==> config.mk <==
export PLATFORM = sky130hd
export DESIGN_NAME = akf_regfile
export DESIGN_NICKNAME = d
export VERILOG_FILES = /design/src/rtl/core/akf_pkg.sv /design/src/rtl/core/akf_regfile.sv
export SDC_FILE = /design/constraint.sdc
export NUM_CORES = 2
export LEC_CHECK = 0
export BUFFER_PORTS_ARGS = -buffer_cell sky130_fd_sc_hd__buf_2
export CAP_MARGIN = 25
export CORE_MARGIN = 1.5
export CORE_UTILIZATION = 57
export CTS_CLUSTER_SIZE = 30
export DETAILED_ROUTE_END_ITERATION = 16
export PLACE_DENSITY_LB_ADDON = 0.3
export SLEW_MARGIN = 20
export SYNTH_ARGS = -nofsm -noshare
export SYNTH_HDL_FRONTEND = slang
export SYNTH_SLANG_ARGS = --single-unit
==> constraint.sdc <==
create_clock -name aclk -period 5.6 [get_ports aclk]
set_input_delay 1.12 -clock aclk [delete_from_list [all_inputs] [get_ports aclk]]
set_output_delay 1.12 -clock aclk [all_outputs]
set_load 0.01 [all_outputs]
==> src/rtl/core/akf_pkg.sv <==
// ----------------------------------------------------------------------------
// akf_pkg
// shared constants, operation codes, microprogram and types of the
// altitude kalman filter
// ----------------------------------------------------------------------------
package akf_pkg;

    localparam int DEF_WORD_BITS = 48;
    localparam int DEF_FRAC_BITS = 24;

    // port field widths
    localparam int ALT_W     = 48;
    localparam int ACC_W     = 36;
    localparam int DT_W      = 25;
    localparam int EST_W     = 48;
    localparam int S_DATA_W  = 112;
    localparam int S_USER_W  = 2;
    localparam int M_DATA_W  = 96;
    localparam int CFG_W     = 47;
    localparam int APB_W     = 64;
    localparam int APB_AW    = 5;

    // register indexes
    localparam logic [1:0] CFG_MEAS_NOISE = 2'd0;
    localparam logic [1:0] CFG_PROC_POS   = 2'd1;
    localparam logic [1:0] CFG_PROC_VEL   = 2'd2;
    localparam logic [1:0] CFG_PROC_BIAS  = 2'd3;

    localparam logic [CFG_W-1:0] RST_MEAS_NOISE = 47'd33554432;
    localparam logic [CFG_W-1:0] RST_PROC_POS   = 47'd16777;
    localparam logic [CFG_W-1:0] RST_PROC_VEL   = 47'd1678;
    localparam logic [CFG_W-1:0] RST_PROC_BIAS  = 47'd16777;

    // commands
    localparam logic CMD_TICK = 1'b0;
    localparam logic CMD_INIT = 1'b1;

    // alu operations
    localparam logic [2:0] OP_ADD  = 3'd0;
    localparam logic [2:0] OP_SUB  = 3'd1;
    localparam logic [2:0] OP_HALF = 3'd2;
    localparam logic [2:0] OP_MUL  = 3'd3;
    localparam logic [2:0] OP_DIV  = 3'd4;

    // register file and operand codes
    localparam int RF_DEPTH = 64;
    localparam int RF_AW    = 6;
    localparam int OPD_W    = 7;
    localparam int PC_W     = 7;

    localparam logic [OPD_W-1:0] A_POS   = 7'd0;
    localparam logic [OPD_W-1:0] A_VEL   = 7'd1;
    localparam logic [OPD_W-1:0] A_BIAS  = 7'd2;
    localparam logic [OPD_W-1:0] A_P     = 7'd3;
    localparam logic [OPD_W-1:0] A_H     = 7'd12;
    localparam logic [OPD_W-1:0] A_NP    = 7'd13;
    localparam logic [OPD_W-1:0] A_NV    = 7'd14;
    localparam logic [OPD_W-1:0] A_T     = 7'd15;
    localparam logic [OPD_W-1:0] A_AP    = 7'd16;
    localparam logic [OPD_W-1:0] A_PK    = 7'd25;
    localparam logic [OPD_W-1:0] A_DEN   = 7'd34;
    localparam logic [OPD_W-1:0] A_K     = 7'd35;
    localparam logic [OPD_W-1:0] A_INNOV = 7'd38;

    localparam logic [OPD_W-1:0] S_ALT  = 7'd64;
    localparam logic [OPD_W-1:0] S_ACC  = 7'd65;
    localparam logic [OPD_W-1:0] S_DT   = 7'd66;
    localparam logic [OPD_W-1:0] S_R    = 7'd67;
    localparam logic [OPD_W-1:0] S_QP   = 7'd68;
    localparam logic [OPD_W-1:0] S_QV   = 7'd69;
    localparam logic [OPD_W-1:0] S_QB   = 7'd70;
    localparam logic [OPD_W-1:0] S_ZERO = 7'd71;

    localparam logic [PC_W-1:0] PC_TICK = 7'd0;
    localparam logic [PC_W-1:0] PC_FORK = 7'd11;
    localparam logic [PC_W-1:0] PC_MEAS = 7'd14;
    localparam logic [PC_W-1:0] PC_INIT = 7'd85;

    typedef struct packed {
        logic [2:0]       op;
        logic [OPD_W-1:0] a;
        logic [OPD_W-1:0] b;
        logic [OPD_W-1:0] d;
        logic             last;
    } instr_t;

    typedef struct packed {
        logic       start;
        logic [2:0] op;
    } alu_req_t;

    function automatic instr_t mk(input logic [2:0] op, input logic [OPD_W-1:0] a,
                                  input logic [OPD_W-1:0] b, input logic [OPD_W-1:0] d,
                                  input logic last);
        instr_t r;
        r.op   = op;
        r.a    = a;
        r.b    = b;
        r.d    = d;
        r.last = last;
        return r;
    endfunction

    function automatic instr_t prog_rom(input logic [PC_W-1:0] pc);
        instr_t r;
        unique case (pc)
            // propagation
            7'd0:  r = mk(OP_MUL,  S_DT,   S_DT,   A_T,  1'b0);
            7'd1:  r = mk(OP_HALF, A_T,    S_ZERO, A_H,  1'b0);
            7'd2:  r = mk(OP_MUL,  A_VEL,  S_DT,   A_T,  1'b0);
            7'd3:  r = mk(OP_ADD,  A_POS,  A_T,    A_NP, 1'b0);
            7'd4:  r = mk(OP_MUL,  A_BIAS, A_H,    A_T,  1'b0);
            7'd5:  r = mk(OP_ADD,  A_NP,   A_T,    A_NP, 1'b0);
            7'd6:  r = mk(OP_MUL,  S_ACC,  A_H,    A_T,  1'b0);
            7'd7:  r = mk(OP_ADD,  A_NP,   A_T,    A_NP, 1'b0);
            7'd8:  r = mk(OP_MUL,  A_BIAS, S_DT,   A_T,  1'b0);
            7'd9:  r = mk(OP_ADD,  A_VEL,  A_T,    A_NV, 1'b0);
            7'd10: r = mk(OP_MUL,  S_ACC,  S_DT,   A_T,  1'b0);
            7'd11: r = mk(OP_ADD,  A_NV,   A_T,    A_NV, 1'b0);
            // no sample
            7'd12: r = mk(OP_ADD,  A_NP,   S_ZERO, A_POS, 1'b0);
            7'd13: r = mk(OP_ADD,  A_NV,   S_ZERO, A_VEL, 1'b1);
            // a*p, row 0
            7'd14: r = mk(OP_MUL,  S_DT,   A_P+7'd3, A_T,    1'b0);
            7'd15: r = mk(OP_ADD,  A_P,    A_T,      A_AP,   1'b0);
            7'd16: r = mk(OP_MUL,  A_H,    A_P+7'd6, A_T,    1'b0);
            7'd17: r = mk(OP_ADD,  A_AP,   A_T,      A_AP,   1'b0);
            7'd18: r = mk(OP_MUL,  S_DT,   A_P+7'd4, A_T,    1'b0);
            7'd19: r = mk(OP_ADD,  A_P+7'd1, A_T,    A_AP+7'd1, 1'b0);
            7'd20: r = mk(OP_MUL,  A_H,    A_P+7'd7, A_T,    1'b0);
            7'd21: r = mk(OP_ADD,  A_AP+7'd1, A_T,   A_AP+7'd1, 1'b0);
            7'd22: r = mk(OP_MUL,  S_DT,   A_P+7'd5, A_T,    1'b0);
            7'd23: r = mk(OP_ADD,  A_P+7'd2, A_T,    A_AP+7'd2, 1'b0);
            7'd24: r = mk(OP_MUL,  A_H,    A_P+7'd8, A_T,    1'b0);
            7'd25: r = mk(OP_ADD,  A_AP+7'd2, A_T,   A_AP+7'd2, 1'b0);
            // a*p, row 1
            7'd26: r = mk(OP_MUL,  S_DT,   A_P+7'd6, A_T,    1'b0);
            7'd27: r = mk(OP_ADD,  A_P+7'd3, A_T,    A_AP+7'd3, 1'b0);
            7'd28: r = mk(OP_MUL,  S_DT,   A_P+7'd7, A_T,    1'b0);
            7'd29: r = mk(OP_ADD,  A_P+7'd4, A_T,    A_AP+7'd4, 1'b0);
            7'd30: r = mk(OP_MUL,  S_DT,   A_P+7'd8, A_T,    1'b0);
            7'd31: r = mk(OP_ADD,  A_P+7'd5, A_T,    A_AP+7'd5, 1'b0);
            // (a*p)*a^t, row 0
            7'd32: r = mk(OP_MUL,  A_AP+7'd1, S_DT,  A_T,    1'b0);
            7'd33: r = mk(OP_ADD,  A_AP,      A_T,   A_PK,   1'b0);
            7'd34: r = mk(OP_MUL,  A_AP+7'd2, A_H,   A_T,    1'b0);
            7'd35: r = mk(OP_ADD,  A_PK,      A_T,   A_PK,   1'b0);
            7'd36: r = mk(OP_MUL,  A_AP+7'd2, S_DT,  A_T,    1'b0);
            7'd37: r = mk(OP_ADD,  A_AP+7'd1, A_T,   A_PK+7'd1, 1'b0);
            7'd38: r = mk(OP_ADD,  A_AP+7'd2, S_ZERO, A_PK+7'd2, 1'b0);
            // row 1
            7'd39: r = mk(OP_MUL,  A_AP+7'd4, S_DT,  A_T,    1'b0);
            7'd40: r = mk(OP_ADD,  A_AP+7'd3, A_T,   A_PK+7'd3, 1'b0);
            7'd41: r = mk(OP_MUL,  A_AP+7'd5, A_H,   A_T,    1'b0);
            7'd42: r = mk(OP_ADD,  A_PK+7'd3, A_T,   A_PK+7'd3, 1'b0);
            7'd43: r = mk(OP_MUL,  A_AP+7'd5, S_DT,  A_T,    1'b0);
            7'd44: r = mk(OP_ADD,  A_AP+7'd4, A_T,   A_PK+7'd4, 1'b0);
            7'd45: r = mk(OP_ADD,  A_AP+7'd5, S_ZERO, A_PK+7'd5, 1'b0);
            // row 2, taken straight from the bottom row of p
            7'd46: r = mk(OP_MUL,  A_P+7'd7,  S_DT,  A_T,    1'b0);
            7'd47: r = mk(OP_ADD,  A_P+7'd6,  A_T,   A_PK+7'd6, 1'b0);
            7'd48: r = mk(OP_MUL,  A_P+7'd8,  A_H,   A_T,    1'b0);
            7'd49: r = mk(OP_ADD,  A_PK+7'd6, A_T,   A_PK+7'd6, 1'b0);
            7'd50: r = mk(OP_MUL,  A_P+7'd8,  S_DT,  A_T,    1'b0);
            7'd51: r = mk(OP_ADD,  A_P+7'd7,  A_T,   A_PK+7'd7, 1'b0);
            7'd52: r = mk(OP_ADD,  A_P+7'd8,  S_ZERO, A_PK+7'd8, 1'b0);
            // process noise, gain
            7'd53: r = mk(OP_ADD,  A_PK,      S_QP,  A_PK,      1'b0);
            7'd54: r = mk(OP_ADD,  A_PK+7'd4, S_QV,  A_PK+7'd4, 1'b0);
            7'd55: r = mk(OP_ADD,  A_PK+7'd8, S_QB,  A_PK+7'd8, 1'b0);
            7'd56: r = mk(OP_ADD,  A_PK,      S_R,   A_DEN,     1'b0);
            7'd57: r = mk(OP_DIV,  A_PK,      A_DEN, A_K,       1'b0);
            7'd58: r = mk(OP_DIV,  A_PK+7'd3, A_DEN, A_K+7'd1,  1'b0);
            7'd59: r = mk(OP_DIV,  A_PK+7'd6, A_DEN, A_K+7'd2,  1'b0);
            // state correction
            7'd60: r = mk(OP_SUB,  S_ALT,    A_NP,    A_INNOV, 1'b0);
            7'd61: r = mk(OP_MUL,  A_K,      A_INNOV, A_T,     1'b0);
            7'd62: r = mk(OP_ADD,  A_NP,     A_T,     A_POS,   1'b0);
            7'd63: r = mk(OP_MUL,  A_K+7'd1, A_INNOV, A_T,     1'b0);
            7'd64: r = mk(OP_ADD,  A_NV,     A_T,     A_VEL,   1'b0);
            7'd65: r = mk(OP_MUL,  A_K+7'd2, A_INNOV, A_T,     1'b0);
            7'd66: r = mk(OP_ADD,  A_BIAS,   A_T,     A_BIAS,  1'b0);
            // covariance correction
            7'd67: r = mk(OP_MUL,  A_K,       A_PK,      A_T,      1'b0);
            7'd68: r = mk(OP_SUB,  A_PK,      A_T,       A_P,      1'b0);
            7'd69: r = mk(OP_MUL,  A_K,       A_PK+7'd1, A_T,      1'b0);
            7'd70: r = mk(OP_SUB,  A_PK+7'd1, A_T,       A_P+7'd1, 1'b0);
            7'd71: r = mk(OP_MUL,  A_K,       A_PK+7'd2, A_T,      1'b0);
            7'd72: r = mk(OP_SUB,  A_PK+7'd2, A_T,       A_P+7'd2, 1'b0);
            7'd73: r = mk(OP_MUL,  A_K+7'd1,  A_PK,      A_T,      1'b0);
            7'd74: r = mk(OP_SUB,  A_PK+7'd3, A_T,       A_P+7'd3, 1'b0);
            7'd75: r = mk(OP_MUL,  A_K+7'd1,  A_PK+7'd1, A_T,      1'b0);
            7'd76: r = mk(OP_SUB,  A_PK+7'd4, A_T,       A_P+7'd4, 1'b0);
            7'd77: r = mk(OP_MUL,  A_K+7'd1,  A_PK+7'd2, A_T,      1'b0);
            7'd78: r = mk(OP_SUB,  A_PK+7'd5, A_T,       A_P+7'd5, 1'b0);
            7'd79: r = mk(OP_MUL,  A_K+7'd2,  A_PK,      A_T,      1'b0);
            7'd80: r = mk(OP_SUB,  A_PK+7'd6, A_T,       A_P+7'd6, 1'b0);
            7'd81: r = mk(OP_MUL,  A_K+7'd2,  A_PK+7'd1, A_T,      1'b0);
            7'd82: r = mk(OP_SUB,  A_PK+7'd7, A_T,       A_P+7'd7, 1'b0);
            7'd83: r = mk(OP_MUL,  A_K+7'd2,  A_PK+7'd2, A_T,      1'b0);
            7'd84: r = mk(OP_SUB,  A_PK+7'd8, A_T,       A_P+7'd8, 1'b1);
            // init command
            7'd85: r = mk(OP_ADD,  S_ALT,  S_ZERO, A_POS,  1'b0);
            7'd86: r = mk(OP_ADD,  S_ZERO, S_ZERO, A_VEL,  1'b0);
            7'd87: r = mk(OP_ADD,  S_ZERO, S_ZERO, A_BIAS, 1'b1);
            default: r = mk(OP_ADD, S_ZERO, S_ZERO, A_T, 1'b1);
        endcase
        return r;
    endfunction

endpackage

==> src/rtl/core/akf_regfile.sv <==
// ----------------------------------------------------------------------------
// akf_regfile
// working memory of state, covariance and temporaries, two registered read
// ports, one write port, valid bits giving the reset values
// ----------------------------------------------------------------------------
module akf_regfile #(
    parameter int W = akf_pkg::DEF_WORD_BITS,
    parameter int F = akf_pkg::DEF_FRAC_BITS
) (
    input  logic                      aclk,
    input  logic                      aresetn,
    input  logic [akf_pkg::RF_AW-1:0] rd_addr_a,
    input  logic [akf_pkg::RF_AW-1:0] rd_addr_b,
    input  logic                      wr_en,
    input  logic [akf_pkg::RF_AW-1:0] wr_addr,
    input  logic signed [W-1:0]       wr_data,
    output logic signed [W-1:0]       rd_data_a,
    output logic signed [W-1:0]       rd_data_b
);
    import akf_pkg::*;

    localparam logic [W-1:0] SMAX = {1'b0, {(W-1){1'b1}}};
    localparam logic [W-1:0] ONE  = (F >= W - 1) ? SMAX : (W'(1) << F);

    logic [W-1:0]        mem [RF_DEPTH];
    logic [RF_DEPTH-1:0] valid_reg;
    logic [W-1:0]        qa_reg, qb_reg;
    logic                va_reg, vb_reg;
    logic [RF_AW-1:0]    aa_reg, ab_reg;

    function automatic logic [W-1:0] rst_val(input logic [RF_AW-1:0] a);
        logic [W-1:0] v;
        if (a == A_P[RF_AW-1:0] || a == RF_AW'(A_P + 7'd4) || a == RF_AW'(A_P + 7'd8)) begin
            v = ONE;
        end else begin
            v = '0;
        end
        return v;
    endfunction

    always_ff @(posedge aclk) begin
        if (wr_en) begin
            mem[wr_addr] <= wr_data;
        end
        qa_reg <= mem[rd_addr_a];
        qb_reg <= mem[rd_addr_b];
    end

    always_ff @(posedge aclk) begin
        if (!aresetn) begin
            valid_reg <= '0;
        end else if (wr_en) begin
            valid_reg[wr_addr] <= 1'b1;
        end
    end

    always_ff @(posedge aclk) begin
        va_reg <= valid_reg[rd_addr_a];
        vb_reg <= valid_reg[rd_addr_b];
        aa_reg <= rd_addr_a;
        ab_reg <= rd_addr_b;
    end

    assign rd_data_a = va_reg ? qa_reg : rst_val(aa_reg);
    assign rd_data_b = vb_reg ? qb_reg : rst_val(ab_reg);

endmodule

* Word-level counts from Yosys, hierarchy flattened *
Memory sizes are Yosys's and may differ from the RTL's. A register that Yosys moved wholly into a read port is not among the register bits.
Cells that the tools add are included.

operators by class
  add/sub/neg operators = 0
  reduce and logical (&&, ||, !) cells = 5
  divide/modulo/power cells = 0
  bitwise gates (word level) = 1
  multipliers = 0
  shift-type cells = 0
  multiplexer cells = 12
  order comparisons = 4
  eq/ne operators = 6

operators by type and width
  kind                  count
  $mux W48              2
  $or A64 B64 Y64       1
  $mux W25              2
  $lt A6 B7 Y1 const B  3
  $bmux W1 S6           2
  $eq A6 B2 Y1 const B  2
  $eq A6 B3 Y1 const B  2
  $eq A6 B4 Y1 const B  2
  $demux W1 S6          1
  $ge A6 B1 Y1 const B  1
  $mux W1               5
  $logic_or A1 B1 Y1    4
  $logic_and A1 B1 Y1   1

word-level totals
  RAM bits = 3072
  memories = 1
  output and inout bits = 96
  ROM bits = 0
  bits in registers = 78
  latch bits = 0

memories
  memory  depth  width  read ports  clocked after memory_dff  write ports  RTL line           source
  mem     64     48     2           2                         1            akf_regfile.sv:25  logic [W-1:0] mem [RF_DEPTH];

* Depth between registers and ports, before layout *
  depth after elaboration = 5
  depth in mapped cells = 9
  mapped depth without buffers = 5

* Worst setup path after synthesis *
Ideal clock, no wire load.

  path kind = input to register
  start = input port wr_addr[4] (netlist name)
  end = memory mem[42][0] (netlist name), enable pin
  library setup time = 0.515 ns
  stages on the path = 4
  data arrival time = 4.961 ns
  required time = 5.085 ns
  slack = 0.124 ns
  path through = clkbuf_1 -> and3b_1 -> nand3_1 -> nor3_1

RTL lines
  item                RTL line           source
  start: declaration  akf_regfile.sv:15  input logic [akf_pkg::RF_AW-1:0] wr_addr,
  end: declaration    akf_regfile.sv:25

Straight into the memory's write port.

* Final worst setup path *
  start = register vb_reg
  end = output port rd_data_b[9]

between the ends
  cells in the longest elaborated chain, start to end = 1

RTL lines
  item                      RTL line           source
  start: declaration        akf_regfile.sv:28  logic va_reg, vb_reg;
  start signal: assignment  akf_regfile.sv:59  vb_reg <= valid_reg[rd_addr_b];
  $mux W48                  akf_regfile.sv:65  assign rd_data_b = vb_reg ? qb_reg : rst_val(ab_reg);
  end: declaration          akf_regfile.sv:18  output logic signed [W-1:0] rd_data_b

Every way passes these cells.

==> metrics.md <==
| Metric | Value |
|---|---|
| Vias in the first global route | `between 80000 and 90000` |
| Syn_nets | `7066` |
| Postcts setup bufs | `0` |
| Worst skew pair latency | `0.99 ns` |
| Initial antenna violation count | `57` |
| Number of remaining DRC errors | `0` |
| Simple-Gate Fraction of Synth Area | `under 10%` |
| CP Max Fanout | `31` |
| Clk root buf | `clkbuf_16` |
| Worst EP required | `4.48 ns` |
| Post-Synthesis Cells | `6997` |
| CP Capture Type | `output pin` |
| TritonCTS Buffers | `338` |
| Rel. slew slack | `20.3%` |
| TritonCTS Sinks | `3246` |
| Tot GR Track Use | `38.9%` |
| Max reg flops | `3072` |
| Slew Viols, Final | `0` |
| Post-DRT Antenna Nets | `0` |
| Fraction of layout cells with a size suffix above 1 | `35.8%` |
| Status | `complete, no violations` |
| Via density | `7.96` |
| Biggest area consumer among synthesized cells | `edfxtp_1` |
| First-pass GRT wire length | `687 mm` |
| Post-CTS Resized | `0` |
| DP HPWL | `between 200 and 300 mm` |
| Vias | `between 80000 and 90000` |
| Final hold violations | `0` |
| Post-Syn Area per Cell | `approximately 21 sq um` |
| Fin nets | `about 7400` |
| Yosys cell types | `between 40 and 50` |
| Min-Delay Path Class | `reg2reg` |
| Largest family of logic cells by synthesized area | `multiplexers` |
| Area fraction in compound gates after synthesis | `4.98%` |
| Synth Area in Adders | `0%` |
| Hold_buf cts | `0` |
| Synth Register Bits | `about 3200` |
| Fin area | `163000 sq um` |
| Kind of critical path | `reg2out` |
| I/O Pins | `165` |
| Initial core utilization | `57.3%` |
| Yosys top cell area share | `a little under two thirds` |
| Synth Area in XOR/XNOR | `0%` |
| Most frequent cells in the layout | `3072 x edfxtp_1, 1560 x mux4_2, 342 x clkbuf_16` |
| Clock slew at reported path FFs | `0.06 ns` |
| GPL Wtd Cong | `0.912` |
| Initial drt markers | `around 16000` |
| Fin crit period | `4.13 ns` |
| Mapped Area | `145000 sq um` |
| CP arrival | `3.01 ns` |
| Final setup vio count | `0` |
| Post-synth ARST share | `0%` |
| Max-cap violations | `0` |
| Lkg Pwr | `51.4 nW` |
| Routed WL | `501 mm` |
| Port bufs | `roughly 160` |
| Ys Warns | `0` |
| Post-synth EDFFs | `3072` |
| Grt total ovfl | `0` |
| Sequential element share of the synthesized area | `65.9%` |
| Placed Area | `152000 sq um` |
| Clock Path Buffers | `4` |
| Final core utilization | `64.4%` |
| PD cells | `328 nW/um^2` |
| Setup TNS | `0 ns` |
| Area growth syn-to-layout | `12.5%` |
| Commonest non-fill, non-tap cell in the layout | `edfxtp_1` |
| Die Ht | `between 500 and 600 microns` |
| Fin crit share | `73.8%` |
| Wirelength per Cell | `45.5 microns` |
| Post-synthesis mux area share | `about 25%` |
| Slew @ Worst Pin | `1.20 ns` |
| Largest net degree at the start of global routing | `95` |
| CTS tree | `yes` |
| H-tree levels | `5` |
| Max Clk Rate | `242 MHz` |
| Top cells by area, synth | `edfxtp_1 64%, mux4_2 24%, dfxtp_1 2.4%` |
| CP Launch Type | `flop` |
| Die area | `about 260000 sq um` |
| RSZ-0062 raised after global routing | `false` |
| Clk_skew | `0.0546 ns` |
| FP Rows | `about 190` |
| Ys flop type | `edfxtp_1` |
| Core Footprint | `254000 sq um` |
| Maximum vdd drop | `around 0.00042 V` |
| Final hold slack | `around 0.48 ns` |
| Die Wd | `508 microns` |
| Pre-Repair DR Iteration Count | `7` |
final cells by class:
cell class | instances | area (sq um)
clock inverters | 144 | 1480
fillers | 16400 | 90200
multi-input cells | 3167 | 47200
well taps | 3366 | 4210
clock buffers | 453 | 9170
inverters | 1 | 3.75
repair buffers | 563 | 5520
diodes | 78 | 195
flip-flops and latches | 3246 | 95700
metal layers:
metal / vias up / global-route usage (%) / routed length (microns)
met2: 8597 / 55.9 / 221000
met5: - / 0.722 / 558
li1: 31700 / - / -
met4: 42 / 24.6 / 38500
met1: 45500 / 50.2 / 157000
met3: 1869 / 14.9 / 84100
cells in the mapped netlist, types with 2 or more instances:
| cell type | n |
|---|---|
| nor4_1 | 2 |
| mux2_2 | 19 |
| o21ai_1 | 11 |
| and2_1 | 104 |
| or2_2 | 5 |
| nand2b_1 | 21 |
| a22o_1 | 150 |
| buf_2 | 142 |
| clkbuf_1 | 254 |
| mux2i_1 | 142 |
| nor2_1 | 143 |
| o21a_1 | 64 |
| buf_4 | 136 |
| a221oi_1 | 191 |
| a22oi_1 | 96 |
| dfxtp_1 | 174 |
| mux4_2 | 1560 |
| o21ai_0 | 15 |
| nor3_1 | 46 |
| nand3b_1 | 11 |
| o22a_1 | 9 |
| a211o_1 | 11 |
| nand3_1 | 50 |
| or3_1 | 4 |
| buf_1 | 33 |
| nand2_1 | 29 |
| buf_6 | 17 |
| o22ai_1 | 188 |
| and4_1 | 2 |
| nand4_1 | 4 |
| a31oi_1 | 4 |
| a211oi_1 | 12 |
| or3b_2 | 7 |
| o221ai_1 | 87 |
| a21oi_1 | 109 |
| nor2b_1 | 30 |
| and3_1 | 23 |
| o311ai_1 | 12 |
| edfxtp_1 | 3072 |
cells by family after synthesis:
group | count (synthesis)
AO/OA/AOI/OAI | 964
flip-flops | 3246
multiplexers | 1721
AND/OR/NAND/NOR | 482
buffers and inverters | 584
power by group:
group	switching (mW)	total, mW	internal, mW
combinational	2.70	4.46	1.75
clock	9.34	22.1	12.8
sequential	0.278	27.1	26.8
worst paths after layout:
check	end	depth (start not counted)	slack (ns)	from
worst max-delay path	rd_data_b[9]	3	1.47	vb_reg
worst min-delay path	valid_reg[22]	1	0.48	valid_reg[22]
worst max register to register	qa_reg[8]	5	3.31	mem[56][8]
worst min register to register	valid_reg[22]	1	0.48	valid_reg[22]
critical path, cell delays in order (launching register included):
cell and delay, ns:
dfxtp_2 0.73, buf_4 0.55, and2_1 0.46, buf_2 0.27
through the flow:
step                worst slack, ns  instances  power (mW)
floorplan                     0.124       6997        29.9
detailed placement             1.04      10300        31.9
global route                   1.53      11000        54.7
global placement              0.787      10300        31.8
finish                         1.47      11000        53.7
CTS                            1.52      10900        53.5
Note: power is estimated with default switching activity, not from simulation.
