File: config.mk
export PLATFORM = sky130hd
export DESIGN_NAME = akf_alu
export DESIGN_NICKNAME = d
export VERILOG_FILES = /design/src/rtl/core/akf_pkg.sv /design/src/rtl/core/akf_alu.sv
export SDC_FILE = /design/constraint.sdc
export NUM_CORES = 1
export LEC_CHECK = 0
export BUFFER_PORTS_ARGS = -buffer_cell sky130_fd_sc_hd__buf_2
export CORE_MARGIN = 2
export CORE_UTILIZATION = 35
export DETAILED_ROUTE_END_ITERATION = 8
export GPL_TIMING_DRIVEN = 0
export PLACE_DENSITY = 0.59
export SLEW_MARGIN = 30
export SYNTH_ARGS = -nofsm -noshare
export SYNTH_HDL_FRONTEND = slang
export SYNTH_SLANG_ARGS = --single-unit
File: constraint.sdc
create_clock -name aclk -period 6.4 [get_ports aclk]
set_clock_uncertainty 0.2 [all_clocks]
set_input_delay 1.92 -clock aclk [delete_from_list [all_inputs] [get_ports aclk]]
set_output_delay 1.92 -clock aclk [all_outputs]
set_load 0.05 [all_outputs]
File: src/rtl/core/akf_pkg.sv
// ----------------------------------------------------------------------------
// akf_pkg
// shared constants, operation codes, microprogram and types of the
// altitude kalman filter
// ----------------------------------------------------------------------------
package akf_pkg;

    localparam int DEF_WORD_BITS = 48;
    localparam int DEF_FRAC_BITS = 24;

    // port field widths
    localparam int ALT_W     = 48;
    localparam int ACC_W     = 36;
    localparam int DT_W      = 25;
    localparam int EST_W     = 48;
    localparam int S_DATA_W  = 112;
    localparam int S_USER_W  = 2;
    localparam int M_DATA_W  = 96;
    localparam int CFG_W     = 47;
    localparam int APB_W     = 64;
    localparam int APB_AW    = 5;

    // register indexes
    localparam logic [1:0] CFG_MEAS_NOISE = 2'd0;
    localparam logic [1:0] CFG_PROC_POS   = 2'd1;
    localparam logic [1:0] CFG_PROC_VEL   = 2'd2;
    localparam logic [1:0] CFG_PROC_BIAS  = 2'd3;

    localparam logic [CFG_W-1:0] RST_MEAS_NOISE = 47'd33554432;
    localparam logic [CFG_W-1:0] RST_PROC_POS   = 47'd16777;
    localparam logic [CFG_W-1:0] RST_PROC_VEL   = 47'd1678;
    localparam logic [CFG_W-1:0] RST_PROC_BIAS  = 47'd16777;

    // commands
    localparam logic CMD_TICK = 1'b0;
    localparam logic CMD_INIT = 1'b1;

    // alu operations
    localparam logic [2:0] OP_ADD  = 3'd0;
    localparam logic [2:0] OP_SUB  = 3'd1;
    localparam logic [2:0] OP_HALF = 3'd2;
    localparam logic [2:0] OP_MUL  = 3'd3;
    localparam logic [2:0] OP_DIV  = 3'd4;

    // register file and operand codes
    localparam int RF_DEPTH = 64;
    localparam int RF_AW    = 6;
    localparam int OPD_W    = 7;
    localparam int PC_W     = 7;

    localparam logic [OPD_W-1:0] A_POS   = 7'd0;
    localparam logic [OPD_W-1:0] A_VEL   = 7'd1;
    localparam logic [OPD_W-1:0] A_BIAS  = 7'd2;
    localparam logic [OPD_W-1:0] A_P     = 7'd3;
    localparam logic [OPD_W-1:0] A_H     = 7'd12;
    localparam logic [OPD_W-1:0] A_NP    = 7'd13;
    localparam logic [OPD_W-1:0] A_NV    = 7'd14;
    localparam logic [OPD_W-1:0] A_T     = 7'd15;
    localparam logic [OPD_W-1:0] A_AP    = 7'd16;
    localparam logic [OPD_W-1:0] A_PK    = 7'd25;
    localparam logic [OPD_W-1:0] A_DEN   = 7'd34;
    localparam logic [OPD_W-1:0] A_K     = 7'd35;
    localparam logic [OPD_W-1:0] A_INNOV = 7'd38;

    localparam logic [OPD_W-1:0] S_ALT  = 7'd64;
    localparam logic [OPD_W-1:0] S_ACC  = 7'd65;
    localparam logic [OPD_W-1:0] S_DT   = 7'd66;
    localparam logic [OPD_W-1:0] S_R    = 7'd67;
    localparam logic [OPD_W-1:0] S_QP   = 7'd68;
    localparam logic [OPD_W-1:0] S_QV   = 7'd69;
    localparam logic [OPD_W-1:0] S_QB   = 7'd70;
    localparam logic [OPD_W-1:0] S_ZERO = 7'd71;

    localparam logic [PC_W-1:0] PC_TICK = 7'd0;
    localparam logic [PC_W-1:0] PC_FORK = 7'd11;
    localparam logic [PC_W-1:0] PC_MEAS = 7'd14;
    localparam logic [PC_W-1:0] PC_INIT = 7'd85;

    typedef struct packed {
        logic [2:0]       op;
        logic [OPD_W-1:0] a;
        logic [OPD_W-1:0] b;
        logic [OPD_W-1:0] d;
        logic             last;
    } instr_t;

    typedef struct packed {
        logic       start;
        logic [2:0] op;
    } alu_req_t;

    function automatic instr_t mk(input logic [2:0] op, input logic [OPD_W-1:0] a,
                                  input logic [OPD_W-1:0] b, input logic [OPD_W-1:0] d,
                                  input logic last);
        instr_t r;
        r.op   = op;
        r.a    = a;
        r.b    = b;
        r.d    = d;
        r.last = last;
        return r;
    endfunction

    function automatic instr_t prog_rom(input logic [PC_W-1:0] pc);
        instr_t r;
        unique case (pc)
            // propagation
            7'd0:  r = mk(OP_MUL,  S_DT,   S_DT,   A_T,  1'b0);
            7'd1:  r = mk(OP_HALF, A_T,    S_ZERO, A_H,  1'b0);
            7'd2:  r = mk(OP_MUL,  A_VEL,  S_DT,   A_T,  1'b0);
            7'd3:  r = mk(OP_ADD,  A_POS,  A_T,    A_NP, 1'b0);
            7'd4:  r = mk(OP_MUL,  A_BIAS, A_H,    A_T,  1'b0);
            7'd5:  r = mk(OP_ADD,  A_NP,   A_T,    A_NP, 1'b0);
            7'd6:  r = mk(OP_MUL,  S_ACC,  A_H,    A_T,  1'b0);
            7'd7:  r = mk(OP_ADD,  A_NP,   A_T,    A_NP, 1'b0);
            7'd8:  r = mk(OP_MUL,  A_BIAS, S_DT,   A_T,  1'b0);
            7'd9:  r = mk(OP_ADD,  A_VEL,  A_T,    A_NV, 1'b0);
            7'd10: r = mk(OP_MUL,  S_ACC,  S_DT,   A_T,  1'b0);
            7'd11: r = mk(OP_ADD,  A_NV,   A_T,    A_NV, 1'b0);
            // no sample
            7'd12: r = mk(OP_ADD,  A_NP,   S_ZERO, A_POS, 1'b0);
            7'd13: r = mk(OP_ADD,  A_NV,   S_ZERO, A_VEL, 1'b1);
            // a*p, row 0
            7'd14: r = mk(OP_MUL,  S_DT,   A_P+7'd3, A_T,    1'b0);
            7'd15: r = mk(OP_ADD,  A_P,    A_T,      A_AP,   1'b0);
            7'd16: r = mk(OP_MUL,  A_H,    A_P+7'd6, A_T,    1'b0);
            7'd17: r = mk(OP_ADD,  A_AP,   A_T,      A_AP,   1'b0);
            7'd18: r = mk(OP_MUL,  S_DT,   A_P+7'd4, A_T,    1'b0);
            7'd19: r = mk(OP_ADD,  A_P+7'd1, A_T,    A_AP+7'd1, 1'b0);
            7'd20: r = mk(OP_MUL,  A_H,    A_P+7'd7, A_T,    1'b0);
            7'd21: r = mk(OP_ADD,  A_AP+7'd1, A_T,   A_AP+7'd1, 1'b0);
            7'd22: r = mk(OP_MUL,  S_DT,   A_P+7'd5, A_T,    1'b0);
            7'd23: r = mk(OP_ADD,  A_P+7'd2, A_T,    A_AP+7'd2, 1'b0);
            7'd24: r = mk(OP_MUL,  A_H,    A_P+7'd8, A_T,    1'b0);
            7'd25: r = mk(OP_ADD,  A_AP+7'd2, A_T,   A_AP+7'd2, 1'b0);
            // a*p, row 1
            7'd26: r = mk(OP_MUL,  S_DT,   A_P+7'd6, A_T,    1'b0);
            7'd27: r = mk(OP_ADD,  A_P+7'd3, A_T,    A_AP+7'd3, 1'b0);
            7'd28: r = mk(OP_MUL,  S_DT,   A_P+7'd7, A_T,    1'b0);
            7'd29: r = mk(OP_ADD,  A_P+7'd4, A_T,    A_AP+7'd4, 1'b0);
            7'd30: r = mk(OP_MUL,  S_DT,   A_P+7'd8, A_T,    1'b0);
            7'd31: r = mk(OP_ADD,  A_P+7'd5, A_T,    A_AP+7'd5, 1'b0);
            // (a*p)*a^t, row 0
            7'd32: r = mk(OP_MUL,  A_AP+7'd1, S_DT,  A_T,    1'b0);
            7'd33: r = mk(OP_ADD,  A_AP,      A_T,   A_PK,   1'b0);
            7'd34: r = mk(OP_MUL,  A_AP+7'd2, A_H,   A_T,    1'b0);
            7'd35: r = mk(OP_ADD,  A_PK,      A_T,   A_PK,   1'b0);
            7'd36: r = mk(OP_MUL,  A_AP+7'd2, S_DT,  A_T,    1'b0);
            7'd37: r = mk(OP_ADD,  A_AP+7'd1, A_T,   A_PK+7'd1, 1'b0);
            7'd38: r = mk(OP_ADD,  A_AP+7'd2, S_ZERO, A_PK+7'd2, 1'b0);
            // row 1
            7'd39: r = mk(OP_MUL,  A_AP+7'd4, S_DT,  A_T,    1'b0);
            7'd40: r = mk(OP_ADD,  A_AP+7'd3, A_T,   A_PK+7'd3, 1'b0);
            7'd41: r = mk(OP_MUL,  A_AP+7'd5, A_H,   A_T,    1'b0);
            7'd42: r = mk(OP_ADD,  A_PK+7'd3, A_T,   A_PK+7'd3, 1'b0);
            7'd43: r = mk(OP_MUL,  A_AP+7'd5, S_DT,  A_T,    1'b0);
            7'd44: r = mk(OP_ADD,  A_AP+7'd4, A_T,   A_PK+7'd4, 1'b0);
            7'd45: r = mk(OP_ADD,  A_AP+7'd5, S_ZERO, A_PK+7'd5, 1'b0);
            // row 2, taken straight from the bottom row of p
            7'd46: r = mk(OP_MUL,  A_P+7'd7,  S_DT,  A_T,    1'b0);
            7'd47: r = mk(OP_ADD,  A_P+7'd6,  A_T,   A_PK+7'd6, 1'b0);
            7'd48: r = mk(OP_MUL,  A_P+7'd8,  A_H,   A_T,    1'b0);
            7'd49: r = mk(OP_ADD,  A_PK+7'd6, A_T,   A_PK+7'd6, 1'b0);
            7'd50: r = mk(OP_MUL,  A_P+7'd8,  S_DT,  A_T,    1'b0);
            7'd51: r = mk(OP_ADD,  A_P+7'd7,  A_T,   A_PK+7'd7, 1'b0);
            7'd52: r = mk(OP_ADD,  A_P+7'd8,  S_ZERO, A_PK+7'd8, 1'b0);
            // process noise, gain
            7'd53: r = mk(OP_ADD,  A_PK,      S_QP,  A_PK,      1'b0);
            7'd54: r = mk(OP_ADD,  A_PK+7'd4, S_QV,  A_PK+7'd4, 1'b0);
            7'd55: r = mk(OP_ADD,  A_PK+7'd8, S_QB,  A_PK+7'd8, 1'b0);
            7'd56: r = mk(OP_ADD,  A_PK,      S_R,   A_DEN,     1'b0);
            7'd57: r = mk(OP_DIV,  A_PK,      A_DEN, A_K,       1'b0);
            7'd58: r = mk(OP_DIV,  A_PK+7'd3, A_DEN, A_K+7'd1,  1'b0);
            7'd59: r = mk(OP_DIV,  A_PK+7'd6, A_DEN, A_K+7'd2,  1'b0);
            // state correction
            7'd60: r = mk(OP_SUB,  S_ALT,    A_NP,    A_INNOV, 1'b0);
            7'd61: r = mk(OP_MUL,  A_K,      A_INNOV, A_T,     1'b0);
            7'd62: r = mk(OP_ADD,  A_NP,     A_T,     A_POS,   1'b0);
            7'd63: r = mk(OP_MUL,  A_K+7'd1, A_INNOV, A_T,     1'b0);
            7'd64: r = mk(OP_ADD,  A_NV,     A_T,     A_VEL,   1'b0);
            7'd65: r = mk(OP_MUL,  A_K+7'd2, A_INNOV, A_T,     1'b0);
            7'd66: r = mk(OP_ADD,  A_BIAS,   A_T,     A_BIAS,  1'b0);
            // covariance correction
            7'd67: r = mk(OP_MUL,  A_K,       A_PK,      A_T,      1'b0);
            7'd68: r = mk(OP_SUB,  A_PK,      A_T,       A_P,      1'b0);
            7'd69: r = mk(OP_MUL,  A_K,       A_PK+7'd1, A_T,      1'b0);
            7'd70: r = mk(OP_SUB,  A_PK+7'd1, A_T,       A_P+7'd1, 1'b0);
            7'd71: r = mk(OP_MUL,  A_K,       A_PK+7'd2, A_T,      1'b0);
            7'd72: r = mk(OP_SUB,  A_PK+7'd2, A_T,       A_P+7'd2, 1'b0);
            7'd73: r = mk(OP_MUL,  A_K+7'd1,  A_PK,      A_T,      1'b0);
            7'd74: r = mk(OP_SUB,  A_PK+7'd3, A_T,       A_P+7'd3, 1'b0);
            7'd75: r = mk(OP_MUL,  A_K+7'd1,  A_PK+7'd1, A_T,      1'b0);
            7'd76: r = mk(OP_SUB,  A_PK+7'd4, A_T,       A_P+7'd4, 1'b0);
            7'd77: r = mk(OP_MUL,  A_K+7'd1,  A_PK+7'd2, A_T,      1'b0);
            7'd78: r = mk(OP_SUB,  A_PK+7'd5, A_T,       A_P+7'd5, 1'b0);
            7'd79: r = mk(OP_MUL,  A_K+7'd2,  A_PK,      A_T,      1'b0);
            7'd80: r = mk(OP_SUB,  A_PK+7'd6, A_T,       A_P+7'd6, 1'b0);
            7'd81: r = mk(OP_MUL,  A_K+7'd2,  A_PK+7'd1, A_T,      1'b0);
            7'd82: r = mk(OP_SUB,  A_PK+7'd7, A_T,       A_P+7'd7, 1'b0);
            7'd83: r = mk(OP_MUL,  A_K+7'd2,  A_PK+7'd2, A_T,      1'b0);
            7'd84: r = mk(OP_SUB,  A_PK+7'd8, A_T,       A_P+7'd8, 1'b1);
            // init command
            7'd85: r = mk(OP_ADD,  S_ALT,  S_ZERO, A_POS,  1'b0);
            7'd86: r = mk(OP_ADD,  S_ZERO, S_ZERO, A_VEL,  1'b0);
            7'd87: r = mk(OP_ADD,  S_ZERO, S_ZERO, A_BIAS, 1'b1);
            default: r = mk(OP_ADD, S_ZERO, S_ZERO, A_T, 1'b1);
        endcase
        return r;
    endfunction

endpackage

File: src/rtl/core/akf_alu.sv
// ----------------------------------------------------------------------------
// akf_alu
// shared saturating unit: registered add, subtract and halve, bit-serial
// multiply and restoring divide in fixed point
// ----------------------------------------------------------------------------
module akf_alu #(
    parameter int W = akf_pkg::DEF_WORD_BITS,
    parameter int F = akf_pkg::DEF_FRAC_BITS
) (
    input  logic               aclk,
    input  logic               aresetn,
    input  akf_pkg::alu_req_t  req,
    input  logic signed [W-1:0] opa,
    input  logic signed [W-1:0] opb,
    output logic               done,
    output logic signed [W-1:0] result
);
    import akf_pkg::*;

    localparam int LW = W + F;
    localparam int CW = $clog2(LW + 1);
    localparam logic [W-1:0] SMAX = {1'b0, {(W-1){1'b1}}};
    localparam logic [W-1:0] SMIN = {1'b1, {(W-1){1'b0}}};

    logic          busy_reg;
    logic          done_reg;
    logic [CW-1:0] cnt_reg;
    logic [2:0]    op_reg;
    logic          neg_reg;
    logic [W-1:0]  mc_reg;
    logic [W-1:0]  hi_reg;
    logic [LW-1:0] lo_reg;
    logic [W-1:0]  res_reg;

    logic [W-1:0]  mag_a, mag_b;
    logic [W:0]    add_s, sub_s, half_s;
    logic [W-1:0]  add_res, sub_res;
    logic [W:0]    msum, trial;
    logic          dge;
    logic [W:0]    tdiff;
    logic [2*W-1:0] prod;
    logic          fin_ovf;
    logic [W-2:0]  fin_m;
    logic [W-1:0]  fin_res;

    assign mag_a = opa[W-1] ? (~opa + 1'b1) : opa;
    assign mag_b = opb[W-1] ? (~opb + 1'b1) : opb;

    assign add_s  = {opa[W-1], opa} + {opb[W-1], opb};
    assign sub_s  = {opa[W-1], opa} - {opb[W-1], opb};
    assign half_s = {opa[W-1], opa} + {{W{1'b0}}, opa[W-1]};

    assign add_res = (add_s[W] != add_s[W-1]) ? (add_s[W] ? SMIN : SMAX) : add_s[W-1:0];
    assign sub_res = (sub_s[W] != sub_s[W-1]) ? (sub_s[W] ? SMIN : SMAX) : sub_s[W-1:0];

    assign msum  = {1'b0, hi_reg} + (lo_reg[0] ? {1'b0, mc_reg} : {(W+1){1'b0}});
    assign trial = {hi_reg, lo_reg[LW-1]};
    assign dge   = trial >= {1'b0, mc_reg};
    assign tdiff = trial - {1'b0, mc_reg};

    assign prod = {hi_reg, lo_reg[LW-1 -: W]};

    always_comb begin
        if (op_reg == OP_MUL) begin
            fin_ovf = |prod[2*W-1:F+W-1];
            fin_m   = prod[F +: W-1];
        end else begin
            fin_ovf = |lo_reg[LW-1:W-1];
            fin_m   = lo_reg[W-2:0];
        end
        if (fin_ovf) begin
            fin_res = neg_reg ? SMIN : SMAX;
        end else if (neg_reg) begin
            fin_res = ~{1'b0, fin_m} + 1'b1;
        end else begin
            fin_res = {1'b0, fin_m};
        end
    end

    // control
    always_ff @(posedge aclk) begin
        if (!aresetn) begin
            busy_reg <= 1'b0;
            done_reg <= 1'b0;
            cnt_reg  <= '0;
        end else begin
            done_reg <= 1'b0;
            if (req.start) begin
                if (req.op == OP_MUL) begin
                    busy_reg <= 1'b1;
                    cnt_reg  <= CW'(W);
                end else if (req.op == OP_DIV && mag_b != '0) begin
                    busy_reg <= 1'b1;
                    cnt_reg  <= CW'(LW);
                end else begin
                    done_reg <= 1'b1;
                end
            end else if (busy_reg) begin
                if (cnt_reg == '0) begin
                    busy_reg <= 1'b0;
                    done_reg <= 1'b1;
                end else begin
                    cnt_reg <= cnt_reg - 1'b1;
                end
            end
        end
    end

    // datapath
    always_ff @(posedge aclk) begin
        if (req.start) begin
            op_reg  <= req.op;
            neg_reg <= opa[W-1] ^ opb[W-1];
            hi_reg  <= '0;
            unique case (req.op)
                OP_ADD:  res_reg <= add_res;
                OP_SUB:  res_reg <= sub_res;
                OP_HALF: res_reg <= half_s[W:1];
                OP_MUL: begin
                    mc_reg <= mag_a;
                    lo_reg <= {{F{1'b0}}, mag_b};
                end
                OP_DIV: begin
                    mc_reg  <= mag_b;
                    lo_reg  <= {mag_a, {F{1'b0}}};
                    res_reg <= '0;
                end
                default: res_reg <= '0;
            endcase
        end else if (busy_reg) begin
            if (cnt_reg == '0) begin
                res_reg <= fin_res;
            end else if (op_reg == OP_MUL) begin
                hi_reg <= msum[W:1];
                lo_reg <= {msum[0], lo_reg[LW-1:1]};
            end else begin
                hi_reg <= dge ? tdiff[W-1:0] : trial[W-1:0];
                lo_reg <= {lo_reg[LW-2:0], dge};
            end
        end
    end

    assign done   = done_reg;
    assign result = res_reg;

endmodule

# == Word-level counts from Yosys, hierarchy flattened ==
# Index checks and enable logic that the tools add are counted.
# classes
addsub,9
magnitude_cmp,1
n_eq_ne,11
muxes,39
bitwise,5
n_reduce_logical,14
# op_table
cell,count
two-way mux 48 bit,15
two-way mux 72 bit,4
one-hot mux 48 bit (4 select lines),1
"adder 48 x 1 -> 48 bit, second input constant",3
one-hot mux 72 bit (2 select lines),1
adder 48 x 48 -> 49 bit,2
NOT 48 bit,2
one-hot mux 48 bit (2 select lines),1
OR reduction 25 bit,2
adder 48 x 2 -> 49 bit,1
greater-or-equal comparator 49 x 48 -> 1 bit,1
subtractor 48 x 48 -> 49 bit,1
NOT 47 -> 48 bit,1
nonzero test 48 bit,1
subtractor 48 bit,1
two-way mux 47 bit,1
two-way mux 7 bit,5
two-way mux 1 bit,11
"== test 3 x 2 -> 1 bit, second input constant",3
AND reduction 3 bit,3
logical NOT 7 bit,1
"subtractor 7 x 1 -> 7 bit, second input constant",1
"inequality test 3 x 1 -> 1 bit, second input constant",2
nonzero test 2 bit,3
other kinds (9),12
# totals
register_bits,229
inputBits,102
out_inout_bits,49
wordCells,88

# == Longest topological paths before layout ==
# Gate-level depths: netlist of the first run.
# depth
depth_word,9
depth_mapped,19
depth_no_buf,15

# == Worst setup path after synthesis of the first run ==
# OpenSTA, ideal clock, no wires.
# synth_timing
path_type,input-to-reg
from,input port req[0] (netlist name)
to,"register lo_reg[0], enable pin"
setup_time_ns,0.399
t_arrival_ns,5.849
required_time_ns,5.801
setup_slack_ns,-0.048
stages,7
path_buffers,2
path_cell_list,clkbuf_1 -> nor2_1 -> and2_1 -> clkbuf_1 -> nor2_1 -> nor2_1 -> or2_2
# synth_via
elab_chain_cells,3
word_cells_on_any_way,4
cone_classes,eq/ne: 3; reduce/logical: 1
# synth_rtl
item,line_no,text
start: declaration,akf_alu.sv:12,"input akf_pkg::alu_req_t req,"
== test 3 x 2 -> 1 bit / == test 3 bit (equally long branches),akf_alu.sv:115,unique case (req.op)
inequality test 3 x 1 -> 1 bit (no line) (*),n/a,
AND reduction 3 bit (no line) (*),n/a,
end signal: assignment,akf_alu.sv:121,"lo_reg <= {{F{1'b0}}, mag_b};"
end signal: assignment,akf_alu.sv:125,"lo_reg <= {mag_a, {F{1'b0}}};"
end signal: assignment,akf_alu.sv:135,"lo_reg <= {msum[0], lo_reg[LW-1:1]};"
end: declaration,akf_alu.sv:32,logic [LW-1:0] lo_reg;
# Mark *: on every way between the ends. The rest lies on a longest branch, timed or not.
# A chain may end at the register's enable or synchronous reset.

# == Worst setup path after layout of the first run ==
# layout_timing
from,input port opb[47]
to,register cnt_reg[4]
# layout_via
elab_chain_cells,7
# layout_rtl
item,line_no,text
start: declaration,akf_alu.sv:14,"input logic signed [W-1:0] opb,"
NOT 48 bit,akf_alu.sv:47,assign mag_b = opb[W-1] ? (~opb + 1'b1) : opb;
adder 48 x 1 -> 48 bit,akf_alu.sv:47,
two-way mux 48 bit (*),akf_alu.sv:47,
nonzero test 48 bit (*),akf_alu.sv:92,end else if (req.op == OP_DIV && mag_b != '0) begin
logical AND 1 bit (*),akf_alu.sv:92,
inequality test 3 x 1 -> 1 bit (no line) (*),n/a,
AND reduction 3 bit (no line) (*),n/a,
end signal: assignment,akf_alu.sv:91,cnt_reg <= CW'(W);
end signal: assignment,akf_alu.sv:94,cnt_reg <= CW'(LW);
end signal: assignment,akf_alu.sv:103,cnt_reg <= cnt_reg - 1'b1;
end: declaration,akf_alu.sv:27,logic [CW-1:0] cnt_reg;
# Marks and branches as above.

==> run metrics, run 1 <==
outcome complete, but fails checks; failing checks negative setup slack; arrival time at the worst endpoint 6.97 ns; Routed WL per cell 29.69 um; total of max-cap violations 0; RePlAce Congestion 1.047; Die Y-Extent 290.6 um; Final Max Slew Viols 0; area grow syn2layout 12.86%; total gr overflow 0; initial antenna violation count 6; CTS hold repair buffers 0; minimum clock period 6.679 ns; root buf cell clkbuf_16; Die Wd 290.6 um; clock buffer depth 3; max reg flops 72; r2r worst-path depth 18; final WL 153.0 mm; Final #Nets 4354; worst-path fanout max 10; VDD IR max 0.0002130 V; die area 0.08442 sq mm; Initial DRT Pass Iterations 8; crit path kind in -> reg; Pwr Density 191.1 mW/mm^2; crit path buf inv count 3; ys async rst share 0%; cell count of the worst hold path 2; WP depth 13; crit end category flop; leakage power total 12.87 nW; Final TNS setup -1.192 ns; Fmax 149.7 MHz; Mapped Cells 3858; sequential area share after synthesis 21.94%; startpoint class of the critical path primary input; DP Cell Count 5082; Synth cell types 91; register area 0.006306 sq mm; Yosys Warn Count 0; synthesized area per cell 7.449 sq um; Worst Hold Class reg -> reg; Vias 32.77k; number of synthesized register bits 229; first-pass GRT wire length 216.2 mm; TritonCTS Buffers 30; relative slew slack 25.47%; I/O Pins 151; final period utilization 104.4%; Clock Latency Late Sink 0.63 ns; CP most frequent cell clkbuf_1; combinational fraction of design power 40.0%; syn_nets 4161; P_int 0.003573 W; area of the multi-input gates 0.02110 sq mm; Synth top area share 17.97%; switching share of power 42.35%; register share of total power 29.3%; Util after Layout 39.69%; antenna viol nets, final 0; cell taking the most area after synthesis edfxtp_1; predominant post-synthesis flop cell edfxtp_1; post-DP HPWL 123.4 mm; CTS H-Tree Depth 1; synthesized cell area 0.02874 sq mm; Synth area leaders edfxtp_1, ha_1, a21oi_1; detail-routed via count per cell 6.362; crit path cell chain buf_2 > clkbuf_1 > clkbuf_1 > o41ai_1 > xnor2_1 > nand2_1 > a311oi_1 > nand4_1 > nor4_1 > a21oi_1 > or2_1 > nor2b_1 > o21a_1; number of buffers added on ports 149; worst slew pin tran 1.111 ns; # rows 105; Hold Fails Final Rpt 0; commonest cells in the netlist a21oi_1, nand2_1, nor2_1; vias in the first global route 30.54k; CP max stage delay 0.70 ns; RSZ-0062 raised after global routing true; clock group share of total power 30.7%; drt initial violations 4325; Finished Layout Cells 5151; Starting Density 35.17%; clock sinks 229; required time of the critical path 6.70 ns; fill cell count 8712; most common cell in the netlist a21oi_1; switching power 0.002625 W; final setup vio count 8; EDFF count, synth 172; layout cells sized above 1 8.270%; core footprint 0.08172 sq mm; Crit-path slowest cell xnor2_1; largest net degree at the start of global routing 43; gr usage total 34.66%; final worst setup slack -0.2788 ns; clock-pin slew on the worst setup and hold paths 0.06 ns; DR DRC count 0; CTS tree done; CP top delay family simple AND/OR/NAND/NOR gates; Setup Slack @ Placement -1.966 ns
area by class of cell:
class,count,area share (%)
Timing Repair Buffer,166,2.932
Sequential cell,229,19.44
Clock buffer,45,2.901
Inverter,188,2.176
Buffer,234,2.889
Antenna cell,6,0.04629
Multi-Input combinational cell,3202,65.05
Tap cell,1070,4.128
Clock inverter,11,0.4321
metal layers:
layer | up-vias | routed length, um | track usage (%)
met5 | - | 26 | 0
li1 | 14650 | - | -
met3 | 502 | 13250 | 5.193
met4 | 4 | 11840 | 22.01
met1 | 15610 | 61510 | 44.62
met2 | 2002 | 66330 | 54.35
final timing paths:
check	startpoint	end	slack, ns
worst max-delay path	opb[47]	cnt_reg[4]$_SDFFE_PN0P_	-0.28
worst min register to register	cnt_reg[6]$_SDFFE_PN0P_	cnt_reg[6]$_SDFFE_PN0P_	0.28
worst max register to register	op_reg[0]$_DFFE_PP_	result[34]$_DFFE_PP_	0.08
worst min-delay path	cnt_reg[6]$_SDFFE_PN0P_	cnt_reg[6]$_SDFFE_PN0P_	0.28
worst min-delay path, cell delays in order (launching register included):
cell      delay [ns]
dfxtp_1         0.31
inv_1           0.05
a211oi_1        0.06
layout by cell type (no fill, tap or decap), drive strengths merged, types with 68 or more instances in the layout:
cell,count
a21o,78
a21oi,432
and2,104
buf,192
clkbuf,253
edfxtp,172
ha,197
inv,183
mux2i,68
nand2,380
nand3,104
nor2,278
nor3,101
o21ai,257
xnor2,193
xor2,118
power groups by stage:
stage	Sequential (W)	Clock, W	Combinational (W)
CTS	0.00181	0.00193	0.00236
global placement	0.00185	0	0.00232
floorplan	0.00191	0	0.00133
finish	0.00182	0.00190	0.00248
detailed placement	0.00184	0	0.00232
global route	0.00182	0.00197	0.00258
cell families (layout without fill, tap and decap cells):
kind of cell    Yosys count  after routing  synth area share [%]
compound gates         1344           1344                 29.77
xor+xnor                311            311                 9.478
fa+ha+maj               201            201                 8.855
buf+inv                 427            644                 5.642
flops                   229            229                 21.94
mux                      70             70                 2.447
other cells               0              6                     0
simple gates           1276           1276                 21.87
through the flow:
step	total power [W]	hold slack (ns)	cell area (sq um)
2_1_floorplan	0.003235	0.2288	28740
3_3_place_gp	0.004163	0.2479	30830
3_5_place_dp	0.004160	0.2617	31040
4_1_cts	0.006099	0.2741	32300
5_1_grt	0.006376	0.3055	32420
6_report	0.006198	0.2783	32430
repair_timing:
action | in CTS | in global routing
pin swaps | 3 | 4
setup endpoints to repair | 58 | 38
buffers inserted | 7 | 5
hold endpoints to repair | 0 | 0
gates resized for setup | 41 | 19
cloned | 0 | 0
(Power assumes the default switching activity.)
==> run 2, diff against run 1 <==
ABC_AREA = 1   (was not set)
==> run metrics, run 2 <==
outcome finished clean; detail-routed via count per cell 5.653 (-11%); DR DRC count 0 (unchanged); total gr overflow 0 (unchanged); final setup vio count 0 (-8); Pwr Density 200.1 mW/mm^2 (+4.7%); CP most frequent cell nand2_1; core footprint 0.09333 sq mm (+14%); number of buffers added on ports 149 (unchanged); Clock Latency Late Sink 0.61 ns (-0.02 ns); Synth cell types 73 (-20%); CP top delay family simple AND/OR/NAND/NOR gates; arrival time at the worst endpoint 6.07 ns (-0.90 ns); switching share of power 48.83% (+6.5 points); CTS hold repair buffers 0 (unchanged); minimum clock period 5.947 ns (-0.7321 ns); commonest non-fill, non-tap cell in the layout nand2_1; Yosys Warn Count 0 (unchanged); drt initial violations 3681 (-15%); # rows 112 (+6.7%); vias in the first global route 38.82k (+27%); post-DP HPWL 168.9 mm (+37%); clock sinks 229 (unchanged); clock-pin slew on the worst setup and hold paths 0.06 ns (about the same); commonest cells in the netlist nand2_1, inv_1, nor2_1; clock buffer depth 3 (unchanged); I/O Pins 151 (unchanged); syn_nets 5829 (+40%); Vias 39.53k (+21%); Mapped Cells 5526 (+43%); clock group share of total power 23.2% (-7.5 points); Final Max Slew Viols 0 (unchanged); total of max-cap violations 0 (unchanged); Setup Buffers After CTS 0 (-7); VDD IR max 0.0001568 V (-26%); leakage power total 16.55 nW (+29%); most frequent cells in the layout nand2_1, inv_1, nor2_1, o21ai_0, nand3_1; register share of total power 26.4% (-2.9 points); P_int 0.003729 W (+4.3%); number of synthesized register bits 229 (unchanged); Routed WL per cell 28.12 um (-5.3%); antenna viol nets, final 0 (unchanged); Crit-path slowest cell nor3b_1; Fmax 168.2 MHz (+12%); Initial DRT Pass Iterations 6 (-2); initial antenna violation count 7 (+1); Worst Hold Class reg -> reg; TritonCTS Buffers 28 (-6.7%); worst slew pin tran 1.163 ns (+0.05211 ns); Synth area leaders nand2_1, edfxtp_1, inv_1; final period utilization 92.92% (-11 points); combinational fraction of design power 50.4% (+10 points); RSZ-0062 raised after global routing false; CTS H-Tree Depth 1 (unchanged); Die Wd 310.8 um (+7.0%); CP max stage delay 0.59 ns (-0.11 ns); Hold Fails Final Rpt 0 (unchanged); crit path kind in -> reg; Final #Nets 6016 (+38%); required time of the critical path 6.53 ns (-0.17 ns); EDFF count, synth 172 (unchanged); cell taking the most area after synthesis nand2_1; largest net degree at the start of global routing 50 (+16%); Starting Density 35.29% (+0.12 points); startpoint class of the critical path primary input; max reg flops 72 (unchanged); total power 0.007287 W (+18%); sequential area share after synthesis 19.15% (-2.8 points); final WL 196.6 mm (+29%); first-pass GRT wire length 274.9 mm (+27%); switching power 0.003558 W (+36%); crit path cell chain buf_2 > inv_1 > ha_1 > buf_2 > a21oi_1 > o21ai_1 > nand2_1 > a21oi_1 > nor3b_1 > nand3_1 > nand2_1 > nand2_1 > nand2_1 > buf_2 > nand3_1 > nand2_1 > nand3b_1 > nand2_1 > nand2_1; Die Y-Extent 310.8 um (+7.0%); RePlAce Congestion 1.088 (+3.9%); crit end category flop; PostCTS Resize Cnt 0 (-100%); worst-path fanout max 10 (unchanged); Synth top area share 16.79% (-1.2 points); crit path buf inv count 4 (+1); layout cells sized above 1 8.614% (+0.34 points); synthesized cell area 0.03293 sq mm (+15%); predominant post-synthesis flop cell edfxtp_1; Hold Slack 0.2879 ns (+0.009633 ns); relative slew slack 21.75% (-3.7 points); root buf cell clkbuf_16; CTS tree done; area grow syn2layout 10.59%; die area 0.09657 sq mm (+14%); synthesized area per cell 5.960 sq um (-20%); gr usage total 39.47% (+4.8 points); ys async rst share 0% (unchanged); most common cell in the netlist nand2_1
==> run 2: cells by family (layout without fill, tap and decap cells) <==
kind of cell | count (synthesis) | count (layout) | synth area share, %
AO/OA/AOI/OAI | 1122 | 1122 | 18.83
XOR/XNOR | 210 | 210 | 5.630
adder cells (fa/ha/maj) | 201 | 201 | 7.727
buffers and inverters | 917 | 1126 | 11.39
flip-flops | 229 | 229 | 19.15
multiplexers | 4 | 4 | 0.1216
other | 0 | 3 | 0
AND/OR/NAND/NOR | 2843 | 2843 | 37.15
==> run 2: area by class of cell <==
type                            count  area (sq um)
Fill cell                       10840         56910
Clock buffer                       39         823.3
Timing Repair Buffer              157         888.4
Sequential cell                   229          6306
Clock inverter                     13         132.6
Inverter                          729          2740
Tap cell                         1254          1569
Multi-Input combinational cell   4380         22940
Antenna cell                        3         7.507
Buffer                            188          1017
==> run 2: per-layer routing <==
metal | GRT usage, % | wire (um)
met2 | 66.77 | 91280
met4 | 38.20 | 23070
met1 | 42.34 | 70360
met3 | 5.052 | 11850
met5 | 0 | 42
==> run 2: metrics by stage <==
stage / setup TNS, ns / instances / cell area (sq um) / util, % / setup WS (ns)
after global placement: -189.88 / 6929 / 35260 / 37.78 / -2.478
after floorplan: 0 / 5526 / 32950 / - / 0.4422
after global routing: 0 / 6989 / 36410 / 39.02 / 0.3662
final: 0 / 6992 / 36420 / 39.03 / 0.4533
after detailed placement: -4.350 / 6936 / 35430 / 37.96 / -0.1583
after CTS: 0 / 6988 / 36380 / 38.98 / 0.4178
==> run 2: path summary, 6_finish.rpt <==
check / start / endpoint / slack (ns) / depth (start not counted)
worst max-delay path: opb[34] / result[14]$_DFFE_PP_ / 0.45 / 19
worst min-delay path: cnt_reg[0]$_SDFFE_PN0P_ / cnt_reg[0]$_SDFFE_PN0P_ / 0.29 / 2
worst max register to register: lo_reg[0]$_DFFE_PP_ / hi_reg[39]$_SDFFE_PP0P_ / 0.48 / 21
worst min register to register: cnt_reg[0]$_SDFFE_PN0P_ / cnt_reg[0]$_SDFFE_PN0P_ / 0.29 / 2
==> run 2: worst register-to-register path, delay by kind of cell (launching register included) <==
family / cells / cell delay, ns
compound gates: 4 / 1.49
fa+ha+maj: 2 / 0.85
buf+inv: 6 / 1.68
flops: 1 / 0.56
simple gates: 9 / 1.06
==> run 2: power by group through the flow <==
stage	Clock, W	Combinational [W]	Sequential [W]
6_report	0.00169	0.00367	0.00192
3_5_place_dp	0	0.00353	0.00195
4_1_cts	0.00169	0.00355	0.00192
5_1_grt	0.00175	0.00389	0.00194
2_1_floorplan	0	0.00204	0.00202
3_3_place_gp	0	0.00352	0.00195
